File: src/rtl/hidkb_pkg.sv
// Shared types and constants for the HID boot keyboard report builder.
`default_nettype none

package hidkb_pkg;

    localparam int CODE_W      = 8;
    localparam int REPORT_KEYS = 6;
    localparam int IN_TDATA_W  = 16;
    localparam int IN_TUSER_W  = 1;
    localparam int OUT_TDATA_W = CODE_W * (REPORT_KEYS + 1);

    localparam logic [CODE_W-1:0] KEY_NONE  = 8'h00;
    localparam logic [CODE_W-1:0] MOD_FIRST = 8'hE0;
    localparam logic [CODE_W-1:0] MOD_LAST  = 8'hE7;

    localparam logic OP_KEY    = 1'b0;
    localparam logic OP_REPORT = 1'b1;

    typedef struct packed {
        logic is_empty;
        logic is_match;
    } cmp_t;

endpackage

`default_nettype wire

File: src/rtl/hidkb_slot_cmp.sv
// Shared slot comparator: empty test and match against the event code.
`default_nettype none

module hidkb_slot_cmp (
    input  wire logic [hidkb_pkg::CODE_W-1:0] slot_val,
    input  wire logic [hidkb_pkg::CODE_W-1:0] code,
    output hidkb_pkg::cmp_t                    result
);
    import hidkb_pkg::*;

    assign result.is_empty = (slot_val == KEY_NONE);
    assign result.is_match = (slot_val == code);

endmodule

`default_nettype wire

File: src/rtl/hid_boot_keyboard_report_builder_unit.sv
// Top level of the HID boot keyboard report builder with its slot sequencer.
//
//  channel | dir | tdata fields (low bit up)                  | tuser
//  s_      | in  | key_code[7:0], pressed[8], zero pad [15:9]  | op[0]
//  m_      | out | modifiers, slot0, slot1 ... slot5 (8b each)  | -
//
// One comparator walks the slot table one entry per cycle.
// Key event with an ordinary code: accept, a scan over every slot, then the
// update step, after which the input is ready again.
// Modifier event, code zero, or report request with nothing changed: handled in idle, which stays ready.
// Report request with changes: a compaction sweep over every slot, then the output
// register is loaded once any pending result has been taken.
// Reset (aresetn low, synchronous) empties the table, clears modifiers and the
// change flag, and drops any pending result.
`default_nettype none

module hid_boot_keyboard_report_builder_unit #(
    parameter int SLOT_COUNT = 6
) (
    input  wire logic                                aclk,
    input  wire logic                                aresetn,
    input  wire logic                                s_tvalid,
    output      logic                                s_tready,
    // key_code [7:0], pressed [8], zero [15:9]
    input  wire logic [hidkb_pkg::IN_TDATA_W-1:0]    s_tdata,
    // op [0]
    input  wire logic [hidkb_pkg::IN_TUSER_W-1:0]    s_tuser,
    output      logic                                m_tvalid,
    input  wire logic                                m_tready,
    // modifiers [7:0], slot0 [15:8], slot1 [23:16], slot2 [31:24],
    // slot3 [39:32], slot4 [47:40], slot5 [55:48]
    output      logic [hidkb_pkg::OUT_TDATA_W-1:0]   m_tdata
);
    import hidkb_pkg::*;

    localparam int IDX_W = (SLOT_COUNT > 1) ? $clog2(SLOT_COUNT) : 1;
    localparam int WR_W  = $clog2(SLOT_COUNT + 1);
    localparam logic [IDX_W-1:0] IDX_LAST = IDX_W'(SLOT_COUNT - 1);

    localparam logic [2:0] ST_IDLE    = 3'd0;
    localparam logic [2:0] ST_SCAN    = 3'd1;
    localparam logic [2:0] ST_APPLY   = 3'd2;
    localparam logic [2:0] ST_COMPACT = 3'd3;
    localparam logic [2:0] ST_EMIT    = 3'd4;

    logic [2:0]        state_reg, state_next;
    logic [CODE_W-1:0] slot_reg [SLOT_COUNT];
    logic [CODE_W-1:0] slot_next [SLOT_COUNT];
    logic [CODE_W-1:0] mod_reg, mod_next;
    logic              dirty_reg, dirty_next;

    logic [IDX_W-1:0]  idx_reg, idx_next;
    logic [WR_W-1:0]   wr_reg, wr_next;
    logic              hit_found_reg, hit_found_next;
    logic [IDX_W-1:0]  hit_idx_reg, hit_idx_next;
    logic              free_found_reg, free_found_next;
    logic [IDX_W-1:0]  free_idx_reg, free_idx_next;
    logic [CODE_W-1:0] code_reg, code_next;
    logic              pressed_reg, pressed_next;

    logic [CODE_W-1:0] rep_reg [REPORT_KEYS];
    logic [CODE_W-1:0] rep_next [REPORT_KEYS];

    logic                   m_tvalid_reg, m_tvalid_next;
    logic [OUT_TDATA_W-1:0] m_tdata_reg, m_tdata_next;

    logic [CODE_W-1:0] in_code;
    logic              in_pressed;
    logic              in_op;
    logic [CODE_W-1:0] cur_slot;
    cmp_t              cmp;

    assign in_code    = s_tdata[CODE_W-1:0];
    assign in_pressed = s_tdata[CODE_W];
    assign in_op      = s_tuser[0];

    assign s_tready = (state_reg == ST_IDLE);
    assign m_tvalid = m_tvalid_reg;
    assign m_tdata  = m_tdata_reg;

    // The one comparator, shared by the search and the compaction sweep.
    assign cur_slot = slot_reg[idx_reg];

    hidkb_slot_cmp u_cmp (
        .slot_val (cur_slot),
        .code     (code_reg),
        .result   (cmp)
    );

    always_comb begin
        state_next      = state_reg;
        slot_next       = slot_reg;
        mod_next        = mod_reg;
        dirty_next      = dirty_reg;
        idx_next        = idx_reg;
        wr_next         = wr_reg;
        hit_found_next  = hit_found_reg;
        hit_idx_next    = hit_idx_reg;
        free_found_next = free_found_reg;
        free_idx_next   = free_idx_reg;
        code_next       = code_reg;
        pressed_next    = pressed_reg;
        rep_next        = rep_reg;
        m_tvalid_next   = m_tvalid_reg;
        m_tdata_next    = m_tdata_reg;

        // Drop the result once the downstream side takes it.
        if (m_tvalid_reg && m_tready) begin
            m_tvalid_next = 1'b0;
        end

        case (state_reg)
            ST_IDLE: begin
                if (s_tvalid) begin
                    if (in_op == OP_REPORT) begin
                        // Nothing changed: no report, state untouched.
                        if (dirty_reg) begin
                            dirty_next = 1'b0;
                            idx_next   = '0;
                            wr_next    = '0;
                            for (int k = 0; k < REPORT_KEYS; k++) begin
                                rep_next[k] = KEY_NONE;
                            end
                            state_next = ST_COMPACT;
                        end
                    end else if (in_code == KEY_NONE) begin
                        // Code zero means no key: ignore the event.
                    end else if (in_code >= MOD_FIRST && in_code <= MOD_LAST) begin
                        // Modifier keys bypass the table and always mark a change.
                        if (in_pressed) begin
                            mod_next = mod_reg | (CODE_W'(1) << in_code[2:0]);
                        end else begin
                            mod_next = mod_reg & ~(CODE_W'(1) << in_code[2:0]);
                        end
                        dirty_next = 1'b1;
                    end else begin
                        code_next       = in_code;
                        pressed_next    = in_pressed;
                        idx_next        = '0;
                        hit_found_next  = 1'b0;
                        free_found_next = 1'b0;
                        state_next      = ST_SCAN;
                    end
                end
            end

            ST_SCAN: begin
                // Record the lowest empty slot and the lowest matching slot.
                if (!free_found_reg && cmp.is_empty) begin
                    free_found_next = 1'b1;
                    free_idx_next   = idx_reg;
                end
                if (!hit_found_reg && cmp.is_match) begin
                    hit_found_next = 1'b1;
                    hit_idx_next   = idx_reg;
                end
                if (idx_reg == IDX_LAST) begin
                    state_next = ST_APPLY;
                end else begin
                    idx_next = idx_reg + 1'b1;
                end
            end

            ST_APPLY: begin
                if (pressed_reg) begin
                    // Ignore a press of a held code or into a full table.
                    if (!hit_found_reg && free_found_reg) begin
                        slot_next[free_idx_reg] = code_reg;
                        dirty_next              = 1'b1;
                    end
                end else if (hit_found_reg) begin
                    slot_next[hit_idx_reg] = KEY_NONE;
                    dirty_next             = 1'b1;
                end
                state_next = ST_IDLE;
            end

            ST_COMPACT: begin
                // Move each held code down to the write pointer, order kept.
                if (!cmp.is_empty) begin
                    slot_next[wr_reg[IDX_W-1:0]] = cur_slot;
                    if (wr_reg[IDX_W-1:0] != idx_reg) begin
                        slot_next[idx_reg] = KEY_NONE;
                    end
                    for (int k = 0; k < REPORT_KEYS; k++) begin
                        if (8'(wr_reg) == 8'(k)) begin
                            rep_next[k] = cur_slot;
                        end
                    end
                    wr_next = wr_reg + 1'b1;
                end
                if (idx_reg == IDX_LAST) begin
                    state_next = ST_EMIT;
                end else begin
                    idx_next = idx_reg + 1'b1;
                end
            end

            ST_EMIT: begin
                // Hold until the output register is free, then load the report.
                if (!m_tvalid_reg || m_tready) begin
                    m_tdata_next[CODE_W-1:0] = mod_reg;
                    for (int k = 0; k < REPORT_KEYS; k++) begin
                        m_tdata_next[CODE_W*(k+1) +: CODE_W] = rep_reg[k];
                    end
                    m_tvalid_next = 1'b1;
                    state_next    = ST_IDLE;
                end
            end

            default: begin
                state_next = ST_IDLE;
            end
        endcase
    end

    always_ff @(posedge aclk) begin
        if (!aresetn) begin
            state_reg    <= ST_IDLE;
            mod_reg      <= '0;
            dirty_reg    <= 1'b0;
            m_tvalid_reg <= 1'b0;
            for (int k = 0; k < SLOT_COUNT; k++) begin
                slot_reg[k] <= KEY_NONE;
            end
        end else begin
            state_reg    <= state_next;
            mod_reg      <= mod_next;
            dirty_reg    <= dirty_next;
            m_tvalid_reg <= m_tvalid_next;
            slot_reg     <= slot_next;
        end
    end

    always_ff @(posedge aclk) begin
        idx_reg        <= idx_next;
        wr_reg         <= wr_next;
        hit_found_reg  <= hit_found_next;
        hit_idx_reg    <= hit_idx_next;
        free_found_reg <= free_found_next;
        free_idx_reg   <= free_idx_next;
        code_reg       <= code_next;
        pressed_reg    <= pressed_next;
        rep_reg        <= rep_next;
        m_tdata_reg    <= m_tdata_next;
    end

`ifndef NO_ASSERTIONS
    // The compaction write pointer never passes the read index.
    a_wr_behind_idx: assert property (@(posedge aclk) disable iff (!aresetn)
        (state_reg == ST_COMPACT) |-> (wr_reg <= WR_W'(idx_reg)))
        else $error("compaction write pointer ahead of read index");

    // A new report always leaves the change flag clear.
    a_report_clears_dirty: assert property (@(posedge aclk) disable iff (!aresetn)
        $rose(m_tvalid_reg) |-> !dirty_reg)
        else $error("report emitted with change flag still set");

    // After compaction the first slot is empty only if the report starts empty.
    a_slot0_consistent: assert property (@(posedge aclk) disable iff (!aresetn)
        $rose(m_tvalid_reg) |->
            ((m_tdata_reg[2*CODE_W-1:CODE_W] == KEY_NONE) == (slot_reg[0] == KEY_NONE)))
        else $error("report slot0 disagrees with compacted table");

    // The scan advances one slot per cycle and ends in the update step.
    a_scan_advance: assert property (@(posedge aclk) disable iff (!aresetn)
        (state_reg == ST_SCAN) |=>
            ((state_reg == ST_SCAN && idx_reg == $past(idx_reg) + 1'b1) ||
             state_reg == ST_APPLY))
        else $error("slot scan did not advance");
`endif

endmodule

`default_nettype wire
File: config.mk
export PLATFORM = sky130hd
export DESIGN_NAME = hid_boot_keyboard_report_builder_unit
export DESIGN_NICKNAME = d
export VERILOG_FILES = /design/src/rtl/hidkb_pkg.sv /design/src/rtl/hidkb_slot_cmp.sv /design/src/rtl/hid_boot_keyboard_report_builder_unit.sv
export SDC_FILE = /design/constraint.sdc
export NUM_CORES = 1
export LEC_CHECK = 0
export BUFFER_PORTS_ARGS = -buffer_cell sky130_fd_sc_hd__buf_2
export CAP_MARGIN = 20
export CORE_ASPECT_RATIO = 1.5
export CORE_UTILIZATION = 45
export CTS_CLUSTER_DIAMETER = 50
export DETAILED_ROUTE_END_ITERATION = 8
export HOLD_SLACK_MARGIN = 0.1
export SYNTH_ARGS = -nofsm -noshare
export SYNTH_HDL_FRONTEND = slang
export SYNTH_HIERARCHICAL = 1
export SYNTH_SLANG_ARGS = --single-unit
File: constraint.sdc
create_clock -name aclk -period 5.42 [get_ports aclk]
set_input_delay 0.813 -clock aclk [delete_from_list [all_inputs] [get_ports aclk]]
set_output_delay 0.813 -clock aclk [all_outputs]
set_load 0.005 [all_outputs]
---- Word level (Yosys, flattened, before mapping) ----
Index checks and enable logic that the tools add are counted.
Widths: inputs -> output; s select.
cells by class
  add/subtract/negate cells ............... 2
  $lt $le $gt $ge ......................... 10
  eq/ne operators ......................... 37
  shift-type cells ........................ 1
  muxes and demuxes ....................... 70
  bitwise logic cells ..................... 14
  reductions and logical operators ........ 41
operator list
  operator            number
  $mux 48             9
  $pmux 48 s2         2
  $mux 8              13
  $and 48x48->48      2
  $bwmux 48           2
  $demux 8 s3         4
  $not 48->48         2
  $reduce_and 6->1    10
  $mux 3              17
  $ne 2x2->1 const B  17
  $bmux 8 s3          1
  $ge 4x4->1 const B  4
  $logic_not 8->1     2
  $lt 4x1->1 const B  4
  $mux 1              16
  $not 3->4           4
  $reduce_and 5->1    3
  $eq 3x2->1 const B  4
  $eq 3x3->1 const B  4
  $ne 3x3->1 const B  4
  $pmux 3 s2          2
  $pmux 3 s4          1
  $reduce_bool 2->1   5
  $logic_and 1x1->1   9
  22 further kinds    34
storage, ports and cells
  register bits ........................... 188
  bits of input ports ..................... 21
  output and inout bits ................... 58
  word-level logic and storage cells ...... 200

---- Longest topological paths before layout ----
  depth after elaboration ................. 10
  mapped depth ............................ 13
  mapped depth without buffers ............ 11

---- By module ----
The synthesis kept the hierarchy.
by module, submodules not included
  module                                 instances  cells an instance  area an instance (µm²)  seq. area each (µm²)
  hid_boot_keyboard_report_builder_unit  1          583                7,763.7                 5,034.8
  hidkb_slot_cmp                         1          14                 105.1                   0.0

---- Worst setup path before layout ----
Ideal clock, no wire load.
  kind .................................... input to register
  start ................................... input m_tready
  end ..................................... register m_tdata_reg[0], in the netlist m_tdata[0] (enable)
  library setup time ...................... 0.477 ns
  data arrival time ....................... 3.376 ns
  data required time ...................... 4.943 ns
  setup slack ............................. 1.568 ns
  stages on the path ...................... 2
  buffers on the path ..................... 0
  path through ............................ nor2b_1 -> nor2b_1
on the way
  word-level cells in the longest chain between the ends .. 2
ends and longest elaborated chain
  what                        line                                          text
  start: declaration          hid_boot_keyboard_report_builder_unit.sv:29   input wire logic m_tready,
  $logic_or 1x1->1            hid_boot_keyboard_report_builder_unit.sv:201  if (!m_tvalid_reg || m_tready) begin
  $reduce_and 2->1 (no line)  n/a
  end signal: assignment      hid_boot_keyboard_report_builder_unit.sv:245  m_tdata_reg <= m_tdata_next;
  end: declaration            hid_boot_keyboard_report_builder_unit.sv:65   logic [OUT_TDATA_W-1:0] m_tdata_reg, m_tdata_next;
No other way between the ends.
A chain may end at the register's enable or synchronous reset.

==> out/qor.yml <==
status: "finished clean"
r2r-end: "slot_reg[13]"
synth_top_cell_area_share_pct: 48.5
worstSetupStartpointType: "flip-flop"
crit_type: "reg -> reg"
cp_data_arrival_time_ns: 4.61
timing_worst_slew_pin_value_ns: 0.881
core_region_area_um2: 16900
synth.cell_area_um2: 7870
grt_use_met2_pct: 39.1
yosysWarningCount: 6
worst_skew_pair.late_latency_ns: 0.44
avgSynthCellArea_um2: 13.2
syn_nets: 625
tritoncts: "built"
crit_chain: "mux4_2, a21oi_2, inv_1, or4_1, nor2_1, and4bb_2, o21ai_2, o21bai_1, o2bb2ai_1"
timing_limited_maximum_frequency_mhz: 232
post_synth_most_frequent_cells: "sky130_fd_sc_hd__edfxtp_1, sky130_fd_sc_hd__dfxtp_1, sky130_fd_sc_hd__nor2_1"
final.setup.tns_ns: 0
fp.dieW_um: 110
reg2regPathDepth: 9
required_ns: 5.72
r2r_slack_ns: 1.11
switching_share_pct: 25.1
critical_path.max_stage_delay_ns: 0.93
power.internal_uw: 2280
cts-htree-levels: 4
antenna-diode-count: 0
tritoncts.num_buffers: 17
leakagePower_uw: 0.00302
mean_routed_wirelength_per_cell_um: 20.2
global_route.usage.met1_pct: 23.3
postCtsResizedCells: 0
totalWireLength_um: 18100
syn-instance-count: 597
route.antenna.remaining_nets: 0
detail_route.first_pass.iterations: 4
worst_clock_skew_ns: 0.0118
finalCriticalPeriod_ns: 4.31
antenna_found_initial: 0
drive_gt1_share_pct: 20.2
combPwrFrac_pct: 5.3
place_ws_ns: 1.14
ys_ff_latch: 188
post_cts_buffers: 0
largest_register_ff_count: 56
global_route_wire_length_before_repair_um: 28300
sequentialPowerShare_pct: 52.1
netlist_top_cells_area: "sky130_fd_sc_hd__edfxtp_1, sky130_fd_sc_hd__dfxtp_1, sky130_fd_sc_hd__a22o_1, sky130_fd_sc_hd__o2bb2ai_1, sky130_fd_sc_hd__mux2i_1"
floorplan.io_pins: 79
async_reset_ff_share_pct: 0
drt-initial-drc-count: 403
dr_total_vias: 5238
grt_max_degree: 49
final_max_slew_viol_count: 0
prevailing_post_synth_register_cell: "sky130_fd_sc_hd__edfxtp_1"
critical-path-top-delay-family: "compound AO/OA/AOI/OAI gates"
whs_ns: 0.421
crit_start: "idx_reg[0]"
yosysTopAreaCell: "sky130_fd_sc_hd__edfxtp_1"
grt_setup_unrepaired: "no"
die-area_um2: 18000
portBuffers: 71
routabilityCongestion: 0.900
most_frequent_cell_after_synthesis: "sky130_fd_sc_hd__edfxtp_1"
max_slew_margin_pct: 41.0
numClockSinks: 188
cts_buffer_depth: 2
timing.critical_path.depth: 9
buffer_cell_driving_the_clock_tree_root: "sky130_fd_sc_hd__clkbuf_16"
power.total_uw: 3040
route.detailed.vias_per_inst: 5.86
postLayoutSetupSlackWorst_ns: 1.11
drt_drc_violations_left: 0
place_hpwl_um: 13000
critPathCaptureType: "flip-flop"
met3_usage_pct: 3.89
critical_path.slowest_cell: "sky130_fd_sc_hd__edfxtp_1"
setup_viol: 0
rows: 58
grt.busiest_layer: "met2"
net_switching_power_uw: 763
hold_path.class: "reg -> reg"
grt_pass1_vias: 5274
finalCoreUtilization_pct: 53.6
grt_overflow_total: 0
path_max_fanout: 17
filler_cell_count: 1427
area_growth_from_synthesis_to_final_layout_pct: 15.1
max_cap_viol_count: 0
globalRouteTotalUtil_pct: 21.4
synth.lib_cells_used.distinct: 74
hold_start: "rep_reg[29]"
ir_drop_v: 0.000222
synth.yosys.seq_area_share_pct: 64.0
ctsHoldBuffers: 0
critical_path_end: "slot_reg[13]"
clock_pin_slew_of_the_registers_on_the_worst_case_setup_and_hold_paths_ns: 0.08
die_h_um: 164
synth-edff-count: 127
final_min_period_over_clock_period_pct: 79.5
layout.nets: 699
reg2reg_from: "idx_reg[0]"
cp_num_buf_inv: 1
start_util_pct: 46.5
final-hold-violation-count: 0
cellPowerDensity_nw_per_um2: 336
clockPowerShare_pct: 42.6
==> through the flow <==
stage,instance area [um2],cells
5_1_grt,9060,894
3_3_place_gp,8430,862
2_1_floorplan,7870,597
3_5_place_dp,8430,862
4_1_cts,9060,894
6_report,9060,894
==> layout make-up <==
type	instances	area [um2]	share of cell area [%]
inverter	31	119	1.31
clock inverter	15	204	2.25
tap	210	263	2.90
clock buffer	17	425	4.70
timing repair buffer	78	408	4.50
multi-input combinational	355	2600	28.7
sequential	188	5030	55.6
==> metal layers <==
layer  share of wire (%)  up-vias
li1                    -     2450
met1                  38     2522
met2                  54      225
met3                 4.8       41
met4                 3.0        0
met5                   0        -
==> worst min-delay path by stage <==
stage	endpoint	slack [ns]	depth (start not counted)
after floorplan	m_tdata[10]	0.40	0
after global placement	m_tdata[20]	0.40	0
after detailed placement	m_tdata[20]	0.40	0
after CTS	m_tdata[29]	0.42	0
after global routing	m_tdata[27]	0.42	0
final	m_tdata[29]	0.42	0
==> power by group through the flow <==
stage                     Combinational, uW  Sequential, uW  Clock [uW]
after global placement                  155            1610           0
final                                   160            1580        1300
after CTS                               159            1580        1320
after floorplan                         131            1590           0
after global routing                    173            1590        1380
after detailed placement                159            1620           0
==> cell families (layout without fill, tap and decap cells) <==
kind of cell / after synthesis / count (layout) / share of synthesized area (%)
flip-flops: 188 / 188 / 64.0
buffers and inverters: 54 / 141 / 3.04
AO/OA/AOI/OAI: 161 / 161 / 16.9
multiplexers: 23 / 23 / 3.40
adder cells (fa/ha/maj): 7 / 7 / 1.11
AND/OR/NAND/NOR: 155 / 155 / 10.6
XOR/XNOR: 9 / 9 / 1.00
==> worst reg2reg max path, cell delays in order (launching register included) <==
cell and delay (ns):
sky130_fd_sc_hd__edfxtp_1 0.93, sky130_fd_sc_hd__mux4_2 0.62, sky130_fd_sc_hd__a21oi_2 0.40, sky130_fd_sc_hd__inv_1 0.13, sky130_fd_sc_hd__or4_1 0.53, sky130_fd_sc_hd__nor2_1 0.32
sky130_fd_sc_hd__and4bb_2 0.37, sky130_fd_sc_hd__o21ai_2 0.34, sky130_fd_sc_hd__o21bai_1 0.40, sky130_fd_sc_hd__o2bb2ai_1 0.13
==> cell usage in the layout, fill, tap and decap left out, drive strengths merged, types with 6 or more instances in the layout <==
cell	instances
inv	40
o21ai	24
mux2i	20
edfxtp	127
nor3	7
nand2b	8
a2bb2oi	16
buf	78
nand3b	7
nor3b	8
a32o	6
o2bb2ai	23
o221ai	8
clkbuf	17
nor2	44
ha	7
nand3	12
a31oi	6
nand2	39
dfxtp	61
a22o	23
a21oi	15
xnor2	9
No activity file was read; power rests on OpenSTA's default activity.
